==> config.mk <==
export PLATFORM = sky130hd
export DESIGN_NAME = block_buffer_cache_lru_top
export DESIGN_NICKNAME = d
export VERILOG_FILES = /design/src/sv/bbc_pkg.sv /design/src/sv/bbc_dp.sv /design/src/sv/bbc_ctrl.sv /design/src/sv/block_buffer_cache_lru_top.sv
export SDC_FILE = /design/constraint.sdc
export NUM_CORES = 1
export LEC_CHECK = 0
export ABC_CLOCK_PERIOD_IN_PS = 5800
export BUFFER_PORTS_ARGS = -buffer_cell sky130_fd_sc_hd__buf_2
export CAP_MARGIN = 20
export CELL_PAD_IN_SITES_DETAIL_PLACEMENT = 1
export CELL_PAD_IN_SITES_GLOBAL_PLACEMENT = 1
export CORE_AREA = 4 4 234 191
export CTS_CLUSTER_SIZE = 16
export DETAILED_ROUTE_END_ITERATION = 10
export DIE_AREA = 0 0 238 195
export PLACE_DENSITY_LB_ADDON = 0.1
export SKIP_LAST_GASP = 1
export SLEW_MARGIN = 20
export SYNTH_ARGS = -nofsm -noshare
export SYNTH_HDL_FRONTEND = slang
export SYNTH_HIERARCHICAL = 1
export SYNTH_SLANG_ARGS = --single-unit
==> constraint.sdc <==
create_clock -name clk -period 5.8 [get_ports clk]
set_input_delay 0.87 -clock clk [delete_from_list [all_inputs] [get_ports clk]]
set_output_delay 0.87 -clock clk [all_outputs]
set_load 0.02 [all_outputs]
==> src/sv/bbc_pkg.sv <==
package bbc_pkg;

  localparam int SLOT_COUNT_DEF = 8;

  localparam int OP_W    = 2;
  localparam int DEV_W   = 4;
  localparam int BLK_W   = 16;
  localparam int MODE_W  = 2;
  localparam int SLOT_W  = 3;
  localparam int KIND_W  = 3;
  localparam int STAT_W  = 2;
  localparam int STAMP_W = 16;

  localparam logic [OP_W-1:0] OP_READ = 2'd0;
  localparam logic [OP_W-1:0] OP_REL  = 2'd1;
  localparam logic [OP_W-1:0] OP_ZBUF = 2'd2;
  localparam logic [OP_W-1:0] OP_SYNC = 2'd3;

  localparam logic [MODE_W-1:0] REW_FETCH = 2'd0;
  localparam logic [MODE_W-1:0] REW_ZERO  = 2'd2;

  localparam logic [MODE_W-1:0] DM_CLEAN = 2'd0;
  localparam logic [MODE_W-1:0] DM_NOW   = 2'd2;

  localparam logic [KIND_W-1:0] KIND_GRANT = 3'd0;
  localparam logic [KIND_W-1:0] KIND_READ  = 3'd1;
  localparam logic [KIND_W-1:0] KIND_WRITE = 3'd2;
  localparam logic [KIND_W-1:0] KIND_ZERO  = 3'd3;
  localparam logic [KIND_W-1:0] KIND_DONE  = 3'd4;

  localparam logic [STAT_W-1:0] ST_OK     = 2'd0;
  localparam logic [STAT_W-1:0] ST_BUSY   = 2'd1;
  localparam logic [STAT_W-1:0] ST_NOFREE = 2'd2;

  // which slot index the datapath works on this cycle
  typedef enum logic [1:0] {SEL_HIT, SEL_VICT, SEL_REL, SEL_SCAN} sel_t;

  // where the reported slot number comes from
  typedef enum logic [1:0] {SLOT_SEL, SLOT_ZERO, SLOT_REQ} slot_src_t;

  typedef struct packed {
    logic              load;
    logic              scan_clr;
    logic              scan_step;
    sel_t              sel;
    logic              emit;
    logic [KIND_W-1:0] kind;
    logic [STAT_W-1:0] status;
    logic              last;
    slot_src_t         slot_src;
    logic              grant;
    logic              clr_dirty;
    logic              rename;
    logic              invalidate;
    logic              release_slot;
  } cmd_t;

  typedef struct packed {
    logic [OP_W-1:0]   op;
    logic [MODE_W-1:0] rew;
    logic [MODE_W-1:0] dm;
    logic              rel_ok;
    logic              scan_last;
    logic              hit_found;
    logic              hit_busy;
    logic              vict_found;
    logic              sel_wb;
    logic              scan_wb;
    logic              can_emit;
  } stat_t;

endpackage

==> src/sv/bbc_dp.sv <==
module bbc_dp #(
  parameter int SLOT_COUNT = bbc_pkg::SLOT_COUNT_DEF
) (
  input  logic                        clk,
  input  logic                        rst,
  input  logic [bbc_pkg::OP_W-1:0]    in_operation,
  input  logic [bbc_pkg::DEV_W-1:0]   in_device,
  input  logic [bbc_pkg::BLK_W-1:0]   in_block,
  input  logic [bbc_pkg::MODE_W-1:0]  in_rewrite_mode,
  input  logic [bbc_pkg::SLOT_W-1:0]  in_slot,
  input  logic [bbc_pkg::MODE_W-1:0]  in_dirty_mode,
  input  bbc_pkg::cmd_t               cmd,
  output bbc_pkg::stat_t              stat,
  input  logic                        out_ready,
  output logic                        out_valid,
  output logic [bbc_pkg::KIND_W-1:0]  out_kind,
  output logic [bbc_pkg::SLOT_W-1:0]  out_slot,
  output logic [bbc_pkg::DEV_W-1:0]   out_device,
  output logic [bbc_pkg::BLK_W-1:0]   out_block,
  output logic [bbc_pkg::STAT_W-1:0]  out_status,
  output logic                        out_last
);
  import bbc_pkg::*;

  localparam int IW = (SLOT_COUNT > 1) ? $clog2(SLOT_COUNT) : 1;
  localparam logic [IW-1:0] LAST_IDX = IW'(SLOT_COUNT - 1);

  // captured request
  logic [OP_W-1:0]   op;
  logic [DEV_W-1:0]  dev;
  logic [BLK_W-1:0]  blk;
  logic [MODE_W-1:0] rew;
  logic [SLOT_W-1:0] rslot;
  logic [MODE_W-1:0] dm;

  // tag store
  logic [SLOT_COUNT-1:0] valid;
  logic [SLOT_COUNT-1:0] busy;
  logic [SLOT_COUNT-1:0] dirty;
  logic [DEV_W-1:0]      tag_dev [SLOT_COUNT];
  logic [BLK_W-1:0]      tag_blk [SLOT_COUNT];
  logic [STAMP_W-1:0]    age     [SLOT_COUNT];
  logic [STAMP_W-1:0]    counter;

  // scan state
  logic [IW-1:0]      cnt;
  logic [IW-1:0]      hit_idx;
  logic [IW-1:0]      vict_idx;
  logic               hit_found;
  logic               vict_found;
  logic [STAMP_W-1:0] best_age;

  logic [IW-1:0]      sel_idx;
  logic [IW-1:0]      rel_idx;
  logic               scan_match;
  logic               scan_take;
  logic [STAMP_W-1:0] age_now;
  logic [STAMP_W-1:0] stamp_next;
  logic               has_tag;
  logic [SLOT_W-1:0]  slot_pick;

  assign rel_idx    = IW'(rslot);
  assign age_now    = counter - age[cnt];
  assign stamp_next = counter + 16'd1;
  assign scan_match = valid[cnt] && (tag_dev[cnt] == dev) && (tag_blk[cnt] == blk);
  assign scan_take  = !busy[cnt] && (age_now >= best_age);

  always_comb begin
    case (cmd.sel)
      SEL_HIT:  sel_idx = hit_idx;
      SEL_VICT: sel_idx = vict_idx;
      SEL_REL:  sel_idx = rel_idx;
      SEL_SCAN: sel_idx = cnt;
      default:  sel_idx = cnt;
    endcase
  end

  always_comb begin
    case (cmd.slot_src)
      SLOT_SEL:  slot_pick = SLOT_W'(sel_idx);
      SLOT_ZERO: slot_pick = '0;
      SLOT_REQ:  slot_pick = rslot;
      default:   slot_pick = '0;
    endcase
  end

  assign has_tag = (cmd.kind != KIND_DONE) && valid[sel_idx];

  always_comb begin
    stat.op         = op;
    stat.rew        = rew;
    stat.dm         = dm;
    stat.rel_ok     = int'(rslot) < SLOT_COUNT;
    stat.scan_last  = (cnt == LAST_IDX);
    stat.hit_found  = hit_found;
    stat.hit_busy   = busy[hit_idx];
    stat.vict_found = vict_found;
    stat.sel_wb     = dirty[sel_idx] && valid[sel_idx];
    stat.scan_wb    = valid[cnt] && dirty[cnt];
    stat.can_emit   = !out_valid || out_ready;
  end

  // control state
  always_ff @(posedge clk) begin
    if (rst) begin
      valid      <= '0;
      busy       <= '0;
      dirty      <= '0;
      counter    <= '0;
      cnt        <= '0;
      hit_found  <= 1'b0;
      vict_found <= 1'b0;
      best_age   <= '0;
      out_valid  <= 1'b0;
      for (int i = 0; i < SLOT_COUNT; i++) begin
        age[i] <= '0;
      end
    end else begin
      if (cmd.scan_clr) begin
        cnt        <= '0;
        hit_found  <= 1'b0;
        vict_found <= 1'b0;
        best_age   <= '0;
      end
      if (cmd.scan_step) begin
        cnt <= cnt + 1'b1;
        if (scan_match && !hit_found) begin
          hit_found <= 1'b1;
        end
        if (scan_take) begin
          vict_found <= 1'b1;
          best_age   <= age_now;
        end
      end
      if (cmd.grant) begin
        busy[sel_idx] <= 1'b1;
        counter       <= stamp_next;
        age[sel_idx]  <= stamp_next;
      end
      if (cmd.release_slot) begin
        busy[sel_idx] <= 1'b0;
        if (dm != DM_CLEAN) begin
          dirty[sel_idx] <= 1'b1;
        end
      end
      if (cmd.clr_dirty) begin
        dirty[sel_idx] <= 1'b0;
      end
      if (cmd.rename) begin
        valid[sel_idx] <= 1'b1;
      end
      if (cmd.invalidate) begin
        valid[sel_idx] <= 1'b0;
      end
      if (cmd.emit) begin
        out_valid <= 1'b1;
      end else if (out_ready) begin
        out_valid <= 1'b0;
      end
    end
  end

  // payload
  always_ff @(posedge clk) begin
    if (cmd.load) begin
      op    <= in_operation;
      dev   <= in_device;
      blk   <= in_block;
      rew   <= in_rewrite_mode;
      rslot <= in_slot;
      dm    <= in_dirty_mode;
    end
    if (cmd.scan_step) begin
      if (scan_match && !hit_found) begin
        hit_idx <= cnt;
      end
      if (scan_take) begin
        vict_idx <= cnt;
      end
    end
    if (cmd.rename) begin
      tag_dev[sel_idx] <= dev;
      tag_blk[sel_idx] <= blk;
    end
    if (cmd.emit) begin
      out_kind   <= cmd.kind;
      out_slot   <= slot_pick;
      out_device <= has_tag ? tag_dev[sel_idx] : '0;
      out_block  <= has_tag ? tag_blk[sel_idx] : '0;
      out_status <= cmd.status;
      out_last   <= cmd.last;
    end
  end

endmodule

==> src/sv/bbc_ctrl.sv <==
module bbc_ctrl (
  input  logic                     clk,
  input  logic                     rst,
  input  logic                     in_valid,
  input  logic [bbc_pkg::OP_W-1:0] in_op,
  output logic                     in_ready,
  input  bbc_pkg::stat_t           stat,
  output bbc_pkg::cmd_t            cmd
);
  import bbc_pkg::*;

  typedef enum logic [3:0] {
    S_IDLE, S_SCAN, S_DECIDE, S_WB, S_FILL, S_GRANT, S_ZB_ZERO, S_ZB_GRANT,
    S_REL_UPD, S_REL_WB, S_REL_DONE, S_SYNC_SCAN, S_SYNC_DONE
  } state_t;

  state_t state;
  state_t state_next;

  assign in_ready = (state == S_IDLE);

  always_ff @(posedge clk) begin
    if (rst) begin
      state <= S_IDLE;
    end else begin
      state <= state_next;
    end
  end

  always_comb begin
    cmd          = '0;
    cmd.sel      = SEL_VICT;
    cmd.slot_src = SLOT_SEL;
    state_next   = state;
    case (state)
      S_IDLE: begin
        if (in_valid) begin
          cmd.load     = 1'b1;
          cmd.scan_clr = 1'b1;
          case (in_op)
            OP_REL:  state_next = S_REL_UPD;
            OP_SYNC: state_next = S_SYNC_SCAN;
            default: state_next = S_SCAN;
          endcase
        end
      end
      S_SCAN: begin
        cmd.scan_step = 1'b1;
        if (stat.scan_last) begin
          state_next = S_DECIDE;
        end
      end
      S_DECIDE: begin
        if (stat.can_emit) begin
          if (stat.op == OP_READ && stat.hit_found) begin
            cmd.sel  = SEL_HIT;
            cmd.emit = 1'b1;
            cmd.last = 1'b1;
            if (stat.hit_busy) begin
              cmd.kind   = KIND_DONE;
              cmd.status = ST_BUSY;
            end else begin
              cmd.kind  = KIND_GRANT;
              cmd.grant = 1'b1;
            end
            state_next = S_IDLE;
          end else if (!stat.vict_found) begin
            cmd.emit     = 1'b1;
            cmd.kind     = KIND_DONE;
            cmd.status   = ST_NOFREE;
            cmd.slot_src = SLOT_ZERO;
            cmd.last     = 1'b1;
            state_next   = S_IDLE;
          end else begin
            state_next = S_WB;
          end
        end
      end
      S_WB: begin
        // write-back report uses the old tag; rename lands on the same edge
        if (!stat.sel_wb || stat.can_emit) begin
          cmd.clr_dirty = 1'b1;
          cmd.emit      = stat.sel_wb;
          cmd.kind      = KIND_WRITE;
          if (stat.op == OP_READ) begin
            cmd.rename = 1'b1;
            state_next = S_FILL;
          end else begin
            cmd.invalidate = 1'b1;
            state_next     = S_ZB_ZERO;
          end
        end
      end
      S_FILL: begin
        if (stat.rew == REW_FETCH || stat.rew == REW_ZERO) begin
          if (stat.can_emit) begin
            cmd.emit   = 1'b1;
            cmd.kind   = (stat.rew == REW_FETCH) ? KIND_READ : KIND_ZERO;
            state_next = S_GRANT;
          end
        end else begin
          state_next = S_GRANT;
        end
      end
      S_GRANT: begin
        if (stat.can_emit) begin
          cmd.emit   = 1'b1;
          cmd.kind   = KIND_GRANT;
          cmd.grant  = 1'b1;
          cmd.last   = 1'b1;
          state_next = S_IDLE;
        end
      end
      S_ZB_ZERO: begin
        if (stat.can_emit) begin
          cmd.emit   = 1'b1;
          cmd.kind   = KIND_ZERO;
          state_next = S_ZB_GRANT;
        end
      end
      S_ZB_GRANT: begin
        if (stat.can_emit) begin
          cmd.emit   = 1'b1;
          cmd.kind   = KIND_GRANT;
          cmd.last   = 1'b1;
          state_next = S_IDLE;
        end
      end
      S_REL_UPD: begin
        cmd.sel          = SEL_REL;
        cmd.release_slot = stat.rel_ok;
        state_next = (stat.rel_ok && stat.dm == DM_NOW) ? S_REL_WB : S_REL_DONE;
      end
      S_REL_WB: begin
        cmd.sel = SEL_REL;
        if (!stat.sel_wb || stat.can_emit) begin
          cmd.clr_dirty = 1'b1;
          cmd.emit      = stat.sel_wb;
          cmd.kind      = KIND_WRITE;
          state_next    = S_REL_DONE;
        end
      end
      S_REL_DONE: begin
        if (stat.can_emit) begin
          cmd.emit     = 1'b1;
          cmd.kind     = KIND_DONE;
          cmd.slot_src = SLOT_REQ;
          cmd.last     = 1'b1;
          state_next   = S_IDLE;
        end
      end
      S_SYNC_SCAN: begin
        cmd.sel = SEL_SCAN;
        if (!stat.scan_wb || stat.can_emit) begin
          cmd.scan_step = 1'b1;
          cmd.emit      = stat.scan_wb;
          cmd.kind      = KIND_WRITE;
          if (stat.scan_last) begin
            state_next = S_SYNC_DONE;
          end
        end
      end
      S_SYNC_DONE: begin
        if (stat.can_emit) begin
          cmd.emit     = 1'b1;
          cmd.kind     = KIND_DONE;
          cmd.slot_src = SLOT_ZERO;
          cmd.last     = 1'b1;
          state_next   = S_IDLE;
        end
      end
      default: begin
        state_next = S_IDLE;
      end
    endcase
  end

endmodule

==> src/sv/block_buffer_cache_lru_top.sv <==
// Channel  Dir  Signals                          Contents
// s_       in   s_tvalid s_tready s_tdata s_tuser  request: operation + block/slot fields
// m_       out  m_tvalid m_tready m_tdata m_tuser  result: kind + slot/tag/status, m_tlast
//
// Read and zero-buffer walk the tag store one slot per cycle, then, unless a read hits,
// write back, fill and grant. Release updates the slot, may write it back and reports
// done; sync walks every slot, reporting each valid dirty one. The slot walk sets the rate.
// Reset (rst, synchronous) empties every slot and zeroes all age stamps and the counter.
// Results leave through one output register; each further result waits while m_tready is
// low, and a new request is taken once the final result of the last one is registered.
module block_buffer_cache_lru_top #(
  parameter int SLOT_COUNT = bbc_pkg::SLOT_COUNT_DEF
) (
  input  logic        clk,
  input  logic        rst,
  input  logic        s_tvalid,
  output logic        s_tready,
  // device[3:0], block[19:4], rewrite_mode[21:20], slot[24:22], dirty_mode[26:25]
  input  logic [31:0] s_tdata,
  // operation[1:0]
  input  logic [1:0]  s_tuser,
  output logic        m_tvalid,
  input  logic        m_tready,
  // out_slot[2:0], out_device[6:3], out_block[22:7], status[24:23]
  output logic [31:0] m_tdata,
  // kind[2:0]
  output logic [2:0]  m_tuser,
  output logic        m_tlast
);
  import bbc_pkg::*;

  logic [DEV_W-1:0]  req_device;
  logic [BLK_W-1:0]  req_block;
  logic [MODE_W-1:0] req_rewrite;
  logic [SLOT_W-1:0] req_slot;
  logic [MODE_W-1:0] req_dirty;

  logic [SLOT_W-1:0] res_slot;
  logic [DEV_W-1:0]  res_device;
  logic [BLK_W-1:0]  res_block;
  logic [STAT_W-1:0] res_status;

  cmd_t  cmd;
  stat_t stat;

  // unpack the request
  assign req_device  = s_tdata[3:0];
  assign req_block   = s_tdata[19:4];
  assign req_rewrite = s_tdata[21:20];
  assign req_slot    = s_tdata[24:22];
  assign req_dirty   = s_tdata[26:25];

  // pack the result, zero pad to a whole word
  assign m_tdata = {7'd0, res_status, res_block, res_device, res_slot};

  bbc_ctrl u_ctrl (
    .clk      (clk),
    .rst      (rst),
    .in_valid (s_tvalid),
    .in_op    (s_tuser),
    .in_ready (s_tready),
    .stat     (stat),
    .cmd      (cmd)
  );

  bbc_dp #(
    .SLOT_COUNT (SLOT_COUNT)
  ) u_dp (
    .clk             (clk),
    .rst             (rst),
    .in_operation    (s_tuser),
    .in_device       (req_device),
    .in_block        (req_block),
    .in_rewrite_mode (req_rewrite),
    .in_slot         (req_slot),
    .in_dirty_mode   (req_dirty),
    .cmd             (cmd),
    .stat            (stat),
    .out_ready       (m_tready),
    .out_valid       (m_tvalid),
    .out_kind        (m_tuser),
    .out_slot        (res_slot),
    .out_device      (res_device),
    .out_block       (res_block),
    .out_status      (res_status),
    .out_last        (m_tlast)
  );

  // a new result never overwrites one that is still waiting
  a_no_overwrite: assert property (@(posedge clk) disable iff (rst)
    cmd.emit |-> stat.can_emit)
    else $error("result register overwritten");

  // an accepted transaction leaves the controller busy in the following cycle
  a_busy_after_accept: assert property (@(posedge clk) disable iff (rst)
    s_tvalid && s_tready |=> !s_tready)
    else $error("request taken while previous one in progress");

  // the final result of a transaction returns the controller to idle
  a_idle_after_last: assert property (@(posedge clk) disable iff (rst)
    cmd.emit && cmd.last |=> s_tready)
    else $error("controller not idle after final result");

  // a stamp and busy mark only come with a grant result
  a_grant_reported: assert property (@(posedge clk) disable iff (rst)
    cmd.grant |-> cmd.emit && cmd.kind == KIND_GRANT && cmd.last)
    else $error("slot granted without grant result");

endmodule

# [Word-level counts from Yosys, hierarchy flattened]
# Memories as Yosys holds them, arrays and structs flattened. A register that Yosys moved wholly into a read port is not among the register bits.
# Index checks and enable logic that the tools add are counted.
[op_classes] addsub=3 n_mul=0 div=0 order_cmp=5 eq_ne=34 shifts=0 n_mux=108 bitwise=7 n_reduce_logical=38
[ops] operator="$mux 8" n=10
[ops] operator="$mux 4" n=18
[ops] operator="$mux 16" n=4
[ops] operator="$pmux 4 s10" n=1
[ops] operator="$mux 3" n=13
[ops] operator="$mux 1" n=33
[ops] operator="$pmux 4 s7" n=1
[ops] operator="$and 8x8->8" n=3
[ops] operator="$or 8x8->8" n=3
[ops] operator="$eq 4x4->1 const B" n=5
[ops] operator="$bmux 1 s3" n=6
[ops] operator="$mux 2" n=9
[ops] operator="$add 16x1->16 const B" n=1
[ops] operator="$eq 16x16->1" n=1
[ops] operator="$eq 4x3->1 const B" n=4
[ops] operator="$ge 16x16->1" n=1
[ops] operator="$reduce_or 16->1" n=1
[ops] operator="$sub 16x16->16" n=1
[ops] operator="$eq 2x2->1 const B" n=6
[ops] operator="$lt 3x4->1 const B" n=3
[ops] operator="$mux 12" n=1
[ops] operator="$ne 2x1->1 const B" n=6
[ops] operator="$pmux 2 s3" n=2
[ops] operator="$pmux 3 s4" n=1
[ops] operator="other kinds (28)" n=61
[word_totals] register_bits=110 latchBits=0 ram_bits=288 rom_bits=0 in_bits=38 word_cells=220 mem_count=3
[memory_table] name="u_dp.age" words=8 word_bits=16 rd=1 rd_clocked_by_memory_dff=1 write_ports=8 line_no="bbc_dp.sv:42" text="logic [STAMP_W-1:0] age [SLOT_COUNT];"
[memory_table] name="u_dp.tag_blk" words=8 word_bits=16 rd=2 rd_clocked_by_memory_dff=2 write_ports=1 line_no="bbc_dp.sv:41" text="logic [BLK_W-1:0] tag_blk [SLOT_COUNT];"
[memory_table] name="u_dp.tag_dev" words=8 word_bits=4 rd=2 rd_clocked_by_memory_dff=2 write_ports=1 line_no="bbc_dp.sv:40" text="logic [DEV_W-1:0] tag_dev [SLOT_COUNT];"

# [Depth between registers and ports, before layout]
# Gate-level depths: netlist of the first run.
[logic_depth] depth_word=19 depth_mapped=22

# [Cells and area by module]
# Netlist of the first run, hierarchy kept.
[modules_own_cells] module="bbc_dp" n_inst=1 cells_per_inst=1307 area_per_inst_um2=18851.8
[modules_own_cells] module="bbc_ctrl" n_inst=1 cells_per_inst=114 area_per_inst_um2=797.0
[modules_own_cells] module="block_buffer_cache_lru_top" n_inst=1 cells_per_inst=8 area_per_inst_um2=56.3

# [Least setup slack after synthesis of the first run]
# Ideal clock, no wire load.
[synth_path] kind="flip-flop to flip-flop" start="register (tool-made name)" end="register u_dp.best_age[0]" setup_ns=0.065 t_arrival_ns=5.441 required_time_ns=5.735 slack_ns=0.294 path_stages_with_launch=22 path_buffers=5 cell_sequence="dfxtp_1 buf_2 buf_1 buf_2 buf_2 mux4_2 mux2_2 ha_1 fa_1 nand2b_1 a21oi_1 o311ai_0 nand2_1 o311ai_0 ha_1 nand4_1 a2111oi_0 o41ai_1 a21oi_1 buf_2 mux2_2 nor2_1"
[synth_rtl] item="to (signal assigned)" line_no="bbc_dp.sv:132" text="best_age <= age_now;"
[synth_rtl] item="to (decl)" line_no="bbc_dp.sv:51" text="logic [STAMP_W-1:0] best_age;"

==> impl_results.md, run 1 <==
- Worst r2r path cells: 19
- Final setup viols: 0
- GRT Util Overall: 0.2279
- First-pass GRT wire length: 81.73 mm
- CP Depth: 19
- Max-slew violation count: 0
- Die Wd: 238 µm
- Clock power share: 0.287
- Initial DRC count: 1,094
- Number of global-route vias before repair: 13,360
- Cell Chain, Critical Path: buf_12, mux4_2, mux2i_1, ha_1, nand2b_1, a21oi_1, o311ai_0, buf_4, nand2_1, o311ai_0, buf_4, ha_1, nand4_1, a2111oi_0, o41ai_1, a21oi_2, buf_12, mux2_2, nor2_1
- Worst Skew: 0.01402 ns
- Drt wl/cell: 25.31 µm
- Leakage dissipation: 0.007319 µW
- Commonest non-fill, non-tap cell in the layout: edfxtp_1
- FP Rows: 68
- Synth Register Bits: 421
- Post-CTS Setup Bufs: 0
- R2r setup slk: 0.42 ns
- Mapped Avg Cell Area: 13.79 µm²
- Maximum VDD drop: 0.2584 mV
- Post-route ant nets: 0
- PwrDens: 419.7 nW/µm²
- Filler cells: 4,199
- Vias per inst: 6.035
- Run status: complete, no violations
- CTS tree: built
- Drt total wl: 52.79 mm
- Worst path buffer plus inverter count: 4
- Port bufs: 63
- Largest cells by area after synthesis: edfxtp_1 54%, mux4_2 8.8%, dfxtp_1 7.0%
- Hold buffers post-CTS: 0
- Post-synthesis cell type count: 83
- Starting Density: 0.4641
- Part of the Yosys area used for sequential elements: 0.6065
- Ys flop type: edfxtp_1
- Worst-Skew Late Latency: 0.58 ns
- Clock tree sinks: 421
- Number of max-cap violations: 0
- Number of flops mapped to enable cells by yosys: 352
- CP Launch Type: flop
- Asr flop ratio synth: 0
- Tmin final: 5.376 ns
- Top cell type's share of synthesized area: 0.5364
- CP Capture Type: flop
- Hold Path Class: in -> reg
- Largest net degree at the start of global routing: 36
- Layout area overhead: 11.81%
- Power Total: 9247 µW
- Critical Path Fanout Max: 19
- Sw Ratio: 0.3333
- Initial DRT Pass Iterations: 5
- Initial antenna violation count: 0
- CP peak stage delay: 0.60 ns
- Core Box Area: 42,460 µm²
- Fmax: 0.1860 GHz
- Switch Pwr: 3082 µW
- Final #Nets: 1,572
- Placement-stage cell area: 20,720 µm²
- Post-CTS sizing: 0
- Cells after Synth: 1,429
- Root Buffer: clkbuf_16
- Die area: 46,410 µm²
- TritonCTS buffer count: 45
- Combinational power share: 0.291
- Chip Height: 195 µm
- Total number of vias: 12,590
- HPWL Detailed: 33.89 mm
- TNS Setup: 0 ns
- Max Buffers Root-to-Sink: 3
- Worst slew margin: 0.3389
- Hold Vio Cnt, Final: 0
- Total grt overflow: 0
- Slowest CP cell: o311ai_0
- Area leader, netlist: edfxtp_1
- Reg power frac: 0.422
- Crit-path leading delay family: compound AO/OA/AOI/OAI gates
- N_diodes: 0
- Fin area: 22,030 µm²
- Internal power: 6165 µW
- Detailed-route DRC error count: 0
- Clock-pin slew on the worst setup and hold paths: 0.06 ns
- CP endpoint: u_dp/best_age[0]
- Critical Path AT: 5.88 ns
- Routability cong.: 0.8183
- Top-Level Pins: 76
- Post-Syn Area: 19,710 µm²
- Tcrit/Tclk final: 0.9268
- CTS H-Tree Depth: 2
- Yosys warning count: 6
- Slew @ Worst Pin: 0.9846 ns
- Reg-to-reg endpoint: u_dp/best_age[0]
- Share of cells above drive strength 1: 0.1855
- Most frequent cells in the layout: 352 x edfxtp_1, 198 x nor2_1, 77 x mux4_2
- Setup CP Type: reg -> reg
- Required time of the critical path: 6.31 ns
- RSZ-0062 raised after global routing: false
-- how the worst min path moves through the flow --
stage / startpoint / end / slack (ns) / cells past startpoint
after global routing: s_tdata[5] / u_dp/blk[1] / 0.44 / 1
after detailed placement: u_dp/best_age[9] / u_dp/best_age[9] / 0.48 / 2
after floorplan: u_dp/best_age[9] / u_dp/best_age[9] / 0.46 / 2
final: s_tdata[12] / u_dp/blk[8] / 0.47 / 1
after CTS: s_tdata[12] / u_dp/blk[8] / 0.44 / 1
after global placement: u_dp/best_age[9] / u_dp/best_age[9] / 0.47 / 2
-- worst register-to-register path: cells and delay by family (launching register included) --
kind | cells | cell delay (ns)
buffers and inverters | 4 | 0.83
and+or+nand+nor | 4 | 0.37
DFF | 1 | 0.45
AOI/OAI and AO/OA | 6 | 1.86
muxes | 3 | 1.29
adders and majority gates | 2 | 0.50
-- sequential cells by signal, indices dropped and copies added, names as in the netlist, 8 cells and up, named ones only --
register,cells
u_dp/best_age,16
u_dp/age,128
u_dp/busy,8
u_dp/tag_blk,128
u_dp/blk,16
u_dp/dirty,8
u_dp/valid,8
u_dp/counter,16
u_dp/out_block,16
u_dp/tag_dev,32
-- cell type report --
class / count / area, µm² / share of cell area
multi-input combinational: 881 / 7169 / 0.3254
clock buffer: 59 / 1200 / 0.05446
tap: 560 / 700.7 / 0.03180
inverter: 33 / 123.9 / 0.005622
clock inverter: 16 / 115.1 / 0.005225
timing repair buffer: 116 / 763.2 / 0.03464
sequential: 421 / 11960 / 0.5428
-- per-layer routing --
layer	wire [µm]	GRT usage
met1	25050	0.3458
met5	0	0
met4	957	0.05222
met2	23800	0.3469
met3	2990	0.04024
-- cell families after synthesis --
family	Yosys count	synth area share
flip-flops	421	0.6065
buffers and inverters	133	0.03283
multiplexers	144	0.1272
other	2	0.0003811
XOR/XNOR	58	0.02616
AND/OR/NAND/NOR	388	0.09175
AO/OA/AOI/OAI	247	0.09188
adder cells (fa/ha/maj)	36	0.02324
-- per-stage QoR --
stage | cells | hold slack (ns) | worst slack [ns] | util
2_1_floorplan | 1435 | 0.4550 | 0.2940 | -
3_3_place_gp | 2011 | 0.4665 | 0.4032 | 0.4880
3_5_place_dp | 2011 | 0.4768 | 0.4499 | 0.4880
4_1_cts | 2086 | 0.4432 | 0.3966 | 0.5190
5_1_grt | 2086 | 0.4400 | 0.02875 | 0.5190
6_report | 2086 | 0.4657 | 0.4243 | 0.5190
-- cell usage after synthesis (6+ instances only) --
library cell	instances
edfxtp_1	352
nor2_1	200
mux4_2	77
dfxtp_1	69
nand2_1	65
mux2i_1	57
a22oi_1	41
clkbuf_1	41
a21oi_1	40
ha_1	35
inv_1	32
a211oi_1	29
xor2_1	29
xnor2_1	28
buf_2	24
a22o_1	21
a31oi_1	21
and3_1	21
a221oi_1	20
nand3_1	17
buf_1	15
o21ai_0	13
a21o_1	12
buf_4	11
nand2b_1	10
nor3_1	10
and2_1	8
buf_6	8
nor2b_1	8
nand4_1	7
nor4_1	7
mux4_1	6
nand3b_1	6
nor3b_1	6
o22ai_1	6
-- power by group through the flow --
| stage | clock network (µW) | registers (µW) | logic (µW) |
|---|---|---|---|
| after floorplan | 0 | 4000 | 1690 |
| after global placement | 0 | 3950 | 2630 |
| after detailed placement | 0 | 3960 | 2680 |
| after CTS | 2720 | 3900 | 2690 |
| after global routing | 2850 | 3940 | 2910 |
| final | 2660 | 3900 | 2690 |
(Power assumes the default switching activity.)
==> inputs of run 2 (changes only) <==
--- a/config.mk
+++ b/config.mk
@@ -10,14 +10,13 @@
 export CAP_MARGIN = 20
 export CELL_PAD_IN_SITES_DETAIL_PLACEMENT = 1
 export CELL_PAD_IN_SITES_GLOBAL_PLACEMENT = 1
-export CORE_AREA = 4 4 234 191
+export CORE_AREA = 4 4 235 191
 export CTS_CLUSTER_SIZE = 16
 export DETAILED_ROUTE_END_ITERATION = 10
-export DIE_AREA = 0 0 238 195
+export DIE_AREA = 0 0 239 195
 export PLACE_DENSITY_LB_ADDON = 0.1
 export SKIP_LAST_GASP = 1
 export SLEW_MARGIN = 20
 export SYNTH_ARGS = -nofsm -noshare
 export SYNTH_HDL_FRONTEND = slang
-export SYNTH_HIERARCHICAL = 1
 export SYNTH_SLANG_ARGS = --single-unit
==> run 2 against run 1 <==
Effect of this change: sequential power fell by 1%; sequential share of layout area shrank 0.68 points; non-clock buffer count down 9; clock power rose by 7%; setup slack better by 0.25 ns; clock-buffer cell count fell by 1; synthesized area up 0.60%; wire length grew 3.3%; utilization up 0.45 points; critical path type unchanged; critical endpoint is now u_dp.best_age[15]; largest cell class unchanged.
==> impl_results.md, run 2 <==
- Ys flop type: edfxtp_1
- Routability cong.: 0.8461 (+3.4%)
- Fmax: 0.1949 GHz (+4.8%)
- Hold Path Class: in -> reg
- RSZ-0062 raised after global routing: false
- Biggest regs: u_dp.age (128), u_dp.tag_blk (128), u_dp.tag_dev (32)
- Initial antenna violation count: 1 (+1)
- Hold buffers post-CTS: 0 (unchanged)
- Final setup viols: 0 (unchanged)
- Final worst-path setup slack: 0.6695 ns (+0.2452 ns)
- Post-route ant nets: 0 (unchanged)
- Initial DRC count: 1,234 (+13%)
- Maximum VDD drop: 0.2806 mV (+8.6%)
- TritonCTS buffer count: 44 (-2.2%)
- Clock-pin slew on the worst setup and hold paths: 0.06 ns (about the same)
- Port bufs: 63 (unchanged)
- Critical Path AT: 5.59 ns (-0.29 ns)
- Filler cells: 4,231 (+0.76%)
- Critical Path Fanout Max: 19 (unchanged)
- Commonest non-fill, non-tap cell in the layout: edfxtp_1
- Yosys warning count: 0 (-6)
- Register area: 11,960 µm² (unchanged)
- FP Rows: 68 (unchanged)
- Die area: 46,610 µm² (+0.42%)
- Max-slew violation count: 0 (unchanged)
- Initial DRT Pass Iterations: 5 (unchanged)
- Total grt overflow: 0 (unchanged)
- Area leader, netlist: edfxtp_1
- Setup CP Type: reg -> reg
- TNS Setup: 0 ns (unchanged)
- Share of cells above drive strength 1: 0.1919 (+0.006467)
- Final #Nets: 1,622 (+3.2%)
- Mapped Avg Cell Area: 13.31 µm² (-3.5%)
- Top-Level Pins: 76 (unchanged)
- Largest net degree at the start of global routing: 58 (+61%)
- Cells after Synth: 1,489 (+4.2%)
- Number of global-route vias before repair: 13,300 (-0.42%)
- N_diodes: 0 (unchanged)
- Largest cells by area after synthesis: edfxtp_1 53%, mux4_2 9.1%, dfxtp_1 7.0%
- Post-synthesis cell type count: 77 (-7.2%)
- Top cell type's share of synthesized area: 0.5332 (-0.003183)
- Post-Syn Area: 19,820 µm² (+0.60%)
- HPWL Detailed: 34.79 mm (+2.7%)
- Total number of vias: 13,040 (+3.6%)
- Slew @ Worst Pin: 1.053 ns (+0.06825 ns)
- Number of max-cap violations: 0 (unchanged)
- Drt total wl: 54.55 mm (+3.3%)
- Clock tree sinks: 421 (unchanged)
- Starting Density: 0.4650 (+0.0009064)
- Worst path buffer plus inverter count: 3 (-1)
- Vias per inst: 6.081 (+0.76%)
- Die Wd: 239 µm (+0.42%)
- Post-CTS Setup Bufs: 0 (unchanged)
- Part of the Yosys area used for sequential elements: 0.6029 (-0.003599)
- First-pass GRT wire length: 83.23 mm (+1.8%)
- Synth Register Bits: 421 (unchanged)
- Area of the multi-input gates: 7428 µm² (+3.6%)
- Drt wl/cell: 25.44 µm (+0.52%)
- Layout area overhead: 12.56%
- Most common cell in the netlist: edfxtp_1
- CTS H-Tree Depth: 2 (unchanged)
- Root Buffer: clkbuf_16
- Core Box Area: 42,630 µm² (+0.40%)
- Tmin final: 5.130 ns (-0.2452 ns)
- Worst Skew: 0.02931 ns (+0.01529 ns)
- Crit-path leading delay family: compound AO/OA/AOI/OAI gates
- Leakage dissipation: 0.007307 µW (-0.16%)
- Post-synth top cells: 352 x edfxtp_1, 182 x nor2_1, 101 x nand2_1
- Number of flops mapped to enable cells by yosys: 352 (unchanged)
- Required time of the critical path: 6.26 ns (-0.05 ns)
- Pre-CTS setup slack: 0.6793 ns (+0.2294 ns)
- Hold Vio Cnt, Final: 0 (unchanged)
- CTS tree: built
- CP Launch Type: flop
- Post-CTS sizing: 0 (unchanged)
- CP peak stage delay: 0.55 ns (-0.05 ns)
- Most frequent cells in the layout: 352 x edfxtp_1, 177 x nor2_1, 101 x nand2_1
- Worst-Skew Late Latency: 0.59 ns (about the same)
- Worst slew margin: 0.2931 (-0.04583)
- PwrDens: 429.2 nW/µm² (+2.3%)
- Worst hold slack: 0.4555 ns (-0.01021 ns)
- Max Buffers Root-to-Sink: 3 (unchanged)
- Detailed-route DRC error count: 0 (unchanged)
- CP Capture Type: flop
- Run status: complete, no violations
- GRT Util Overall: 0.2332 (+0.005292)
- Tcrit/Tclk final: 0.8846 (-0.04228)
- Slowest CP cell: mux4_2
- Asr flop ratio synth: 0 (unchanged)
- Cell Chain, Critical Path: buf_4, buf_4, mux4_2, mux2i_1, ha_1, a21boi_0, o21ai_0, a21o_1, a31oi_1, mux2i_1, nand3_1, ha_1, a2111oi_0, o21ai_0, nand2_1, inv_1, o311ai_0
- Chip Height: 195 µm (unchanged)
run 2: cell types whose count changed after synthesis, moves of 13 or more:
cell	delta
clkbuf_1	+21
nand2_1	+36
nor2_1	-18
nand3_1	+22
a22oi_1	-16
a21oi_1	+20
mux2_2	+13
run 2: path summary, 6_finish.rpt:
path | start | end | slack, ns | depth (start not counted)
min reg2reg | u_dp.best_age[8] | u_dp.best_age[8] | 0.47 | 2
min | s_tdata[2] | u_dp.dev[2] | 0.46 | 1
max reg2reg | flop | u_dp.best_age[15] | 0.67 | 17
max | flop | u_dp.best_age[15] | 0.67 | 17
run 2: layout make-up:
| type | count | area share |
|---|---|---|
| Clock buffer | 58 | 0.05355 |
| Sequential cell | 421 | 0.5360 |
| Timing Repair Buffer | 107 | 0.02894 |
| Multi-Input combinational cell | 940 | 0.3329 |
| Clock inverter | 24 | 0.01144 |
| Inverter | 34 | 0.005720 |
| Tap cell | 560 | 0.03140 |
run 2: report_power, final:
part,switching [µW],total [µW],internal (µW)
clock,1200,2840,1640
sequential,211,3860,3650
combinational,1860,2880,1020
total,3280,9580,6300
run 2: logic make-up (layout without fill, tap and decap cells):
family	after synthesis	in the layout	share of synthesized area
mux	152	152	0.1285
simple gates	437	437	0.1016
xor+xnor	59	59	0.02607
flops	421	421	0.6029
other cells	1	7	0.0001892
fa+ha+maj	36	36	0.02310
compound gates	249	249	0.08900
buf+inv	134	223	0.02866
run 2: per-stage QoR:
step | std cells | cell area [µm²] | util | total power, µW
6_report | 2144 | 22310 | 0.5235 | 9577
5_1_grt | 2144 | 22310 | 0.5235 | 10040
4_1_cts | 2144 | 22310 | 0.5233 | 9623
3_5_place_dp | 2062 | 20860 | 0.4893 | 6753
3_3_place_gp | 2062 | 20860 | 0.4893 | 6707
2_1_floorplan | 1495 | 19850 | - | 5731
run 2: metal layers:
metal	vias up	wire length, µm	track usage
met3	60	3295	0.04095
met2	363	24850	0.3572
met5	-	8	0
met1	6798	25530	0.3529
li1	5814	-	-
met4	2	861	0.05000
run 2: worst register-to-register path, delay by kind of cell (launching register included):
kind / cells / cell delay (ns)
AO/OA/AOI/OAI: 7 / 1.93
adder cells (fa/ha/maj): 2 / 0.42
buffers and inverters: 3 / 1.03
flip-flops: 1 / 0.41
multiplexers: 3 / 1.02
AND/OR/NAND/NOR: 2 / 0.20
==> inputs of run 3 (changes only) <==
--- a/config.mk
+++ b/config.mk
@@ -5,7 +5,7 @@
 export SDC_FILE = /design/constraint.sdc
 export NUM_CORES = 1
 export LEC_CHECK = 0
-export ABC_CLOCK_PERIOD_IN_PS = 5800
+export ABC_CLOCK_PERIOD_IN_PS = 4200
 export BUFFER_PORTS_ARGS = -buffer_cell sky130_fd_sc_hd__buf_2
 export CAP_MARGIN = 20
 export CELL_PAD_IN_SITES_DETAIL_PLACEMENT = 1
==> constraint.sdc (replaced) <==
create_clock -name clk -period 4.2 [get_ports clk]
set_input_delay 0.63 -clock clk [delete_from_list [all_inputs] [get_ports clk]]
set_output_delay 0.63 -clock clk [all_outputs]
set_load 0.02 [all_outputs]
==> run 3 against run 2 <==
Effect of this change: the flow now finishes with violations (negative setup slack); combinational power rose by 58%; critical path depth rose by 1; register-to-register slack got worse by 0.83 ns; first-iteration DRC count rose by 1.8%; sequential share of layout area fell by 2.4 points; hold slack got worse by 0.23 ns; sequential cell count did not move; via count rose by 3.3%; utilization rose by 2.5 points; critical endpoint unchanged.
==> impl_results.md, run 3 (synthesized netlist as in run 2, its figures left out) <==
- Run status: finished with violations
- Violated checks: negative setup slack
- Fmax: 0.2294 GHz (+18%)
- Hold Vio Cnt, Final: 0 (unchanged)
- Leakage dissipation: 0.007836 µW (+7.2%)
- Clock-pin slew on the worst setup and hold paths: 0.06 ns (about the same)
- Worst Skew: 0.02571 ns (-0.003593 ns)
- CP Launch Type: flop
- Drt wl/cell: 25.23 µm (-0.81%)
- Layout area overhead: 17.84%
- Critical Path AT: 4.83 ns (-0.76 ns)
- Chip Height: 195 µm (unchanged)
- Slowest CP cell: mux4_2
- Required time of the critical path: 4.67 ns (-1.59 ns)
- Starting Density: 0.4650 (unchanged)
- GRT Util Overall: 0.2411 (+0.007932)
- Total number of vias: 13,470 (+3.3%)
- Number of max-cap violations: 0 (unchanged)
- Detailed-route DRC error count: 0 (unchanged)
- Final #Nets: 1,721 (+6.1%)
- Initial DRT Pass Iterations: 5 (unchanged)
- Routability cong.: 0.8232 (-2.7%)
- Final worst-path setup slack: -0.1601 ns (-0.8297 ns)
- Commonest non-fill, non-tap cell in the layout: edfxtp_1
- Share of cells above drive strength 1: 0.2533 (+0.06135)
- Die area: 46,610 µm² (unchanged)
- Top-Level Pins: 76 (unchanged)
- Initial DRC count: 1,256 (+1.8%)
- Fin util: 0.5480 (+0.02457)
- Pre-CTS setup slack: -0.2199 ns (-0.8992 ns)
- Worst hold slack: 0.2246 ns (-0.2309 ns)
- Max Buffers Root-to-Sink: 3 (unchanged)
- Slew @ Worst Pin: 1.042 ns (-0.01103 ns)
- Root Buffer: clkbuf_16
- Drt total wl: 56.57 mm (+3.7%)
- Biggest regs: u_dp.age (128), u_dp.tag_blk (128), u_dp.tag_dev (32)
- First-pass GRT wire length: 86.26 mm (+3.6%)
- N_diodes: 0 (unchanged)
- Largest net degree at the start of global routing: 57 (-1.7%)
- Clock tree sinks: 421 (unchanged)
- Worst-Skew Late Latency: 0.58 ns (about the same)
- Maximum VDD drop: 0.3789 mV (+35%)
- Port bufs: 63 (unchanged)
- CTS H-Tree Depth: 2 (unchanged)
- Most frequent cells in the layout: 352 x edfxtp_1, 176 x nor2_1, 129 x buf_4
- Vias per inst: 6.009 (-1.2%)
- Tmin final: 4.360 ns (-0.7703 ns)
- TritonCTS buffer count: 44 (unchanged)
- CTS tree: built
- Setup CP Type: reg -> reg
- Final setup viols: 19 (+19)
- R2r setup slk: -0.16 ns (-0.83 ns)
- FP Rows: 68 (unchanged)
- Total grt overflow: 0 (unchanged)
- RSZ-0062 raised after global routing: true
- Cell Chain, Critical Path: mux4_2, mux2_4, ha_4, fa_2, nand2b_4, a21boi_4, o21ai_2, a21o_1, a31oi_4, mux2i_1, nand3_1, ha_1, o21a_1, o21ai_1, nor2_1, nand2_2, or4_4, o311ai_2
- Initial antenna violation count: 0 (-1)
- Critical Path Fanout Max: 8 (-11)
- CP peak stage delay: 0.53 ns (-0.02 ns)
- Tcrit/Tclk final: 1.038 (+0.1536)
- PwrDens: 581.3 nW/µm² (+35%)
- TNS Setup: -1.072 ns (-1.072 ns)
- Hold Path Class: in -> reg
- Core Box Area: 42,630 µm² (unchanged)
- Worst slew margin: 0.3005 (+0.007407)
- Post-route ant nets: 0 (unchanged)
- CP Capture Type: flop
- Number of global-route vias before repair: 13,900 (+4.5%)
- HPWL Detailed: 36.21 mm (+4.1%)
- Max-slew violation count: 0 (unchanged)
- Die Wd: 239 µm (unchanged)
## run 3: cell count changes in the layout (fill, tap and decap cells not counted), moves of 6 or more
cell      previous run  this run
a21oi_2              0         6
clkbuf_1            11        17
buf_4               44       129
a21oi_1             60        54
buf_12               0        10
clkinv_2            11         3
## run 3: stage by stage
| step | power, µW | instances | area (µm²) |
|---|---|---|---|
| CTS | 13510 | 2227 | 23080 |
| floorplan | 7999 | 1495 | 19990 |
| finish | 13580 | 2242 | 23360 |
| global route | 14260 | 2242 | 23360 |
| detailed placement | 9689 | 2140 | 21640 |
| global placement | 9589 | 2140 | 21640 |
## run 3: power by group
part | switching, µW | leakage (µW) | internal [µW]
Combinational | 2730 | 0.00331 | 1820
Sequential | 271 | 0.00388 | 5030
Clock | 1630 | 0.000646 | 2100
Total | 4630 | 0.00784 | 8950
## run 3: per-layer routing
layer | routed length, µm | track usage | share of wire | up-vias
met5 | 0 | 0 | 0 | -
met3 | 3953 | 0.04406 | 0.070 | 68
met1 | 25880 | 0.3600 | 0.46 | 6949
met4 | 993 | 0.05598 | 0.018 | 0
met2 | 25740 | 0.3715 | 0.46 | 452
li1 | - | - | - | 6003
## run 3: final timing paths
path,from,endpoint,cells past startpoint
worst min-delay path,s_tdata[3],u_dp.dev[3],1
worst min register to register,u_dp.best_age[11],u_dp.best_age[11],2
worst max register to register,flop,u_dp.best_age[15],18
worst max-delay path,flop,u_dp.best_age[15],18
## run 3: worst max-delay path: cells and delay by family (launching register included)
kind | cells | cell delay (ns)
mux | 3 | 1.08
simple gates | 5 | 1.05
compound gates | 7 | 0.87
fa+ha+maj | 3 | 0.79
flops | 1 | 0.46
## run 3: what timing repair did
action,in CTS,in global routing
pin swaps,4,12
hold buffers,0,0
setup buffers,6,14
gates resized for setup,13,28
endpoints found under the setup margin,20,20
cloned,0,1
## run 3: area by class of cell
class / count / area [µm²]
clock buffers: 65 / 1231
clock inverters: 16 / 113.9
fillers: 4212 / 19270
inverters: 34 / 132.6
multi-input cells: 940 / 7675
flip-flops and latches: 421 / 11960
well taps: 560 / 700.7
repair buffers: 206 / 1546
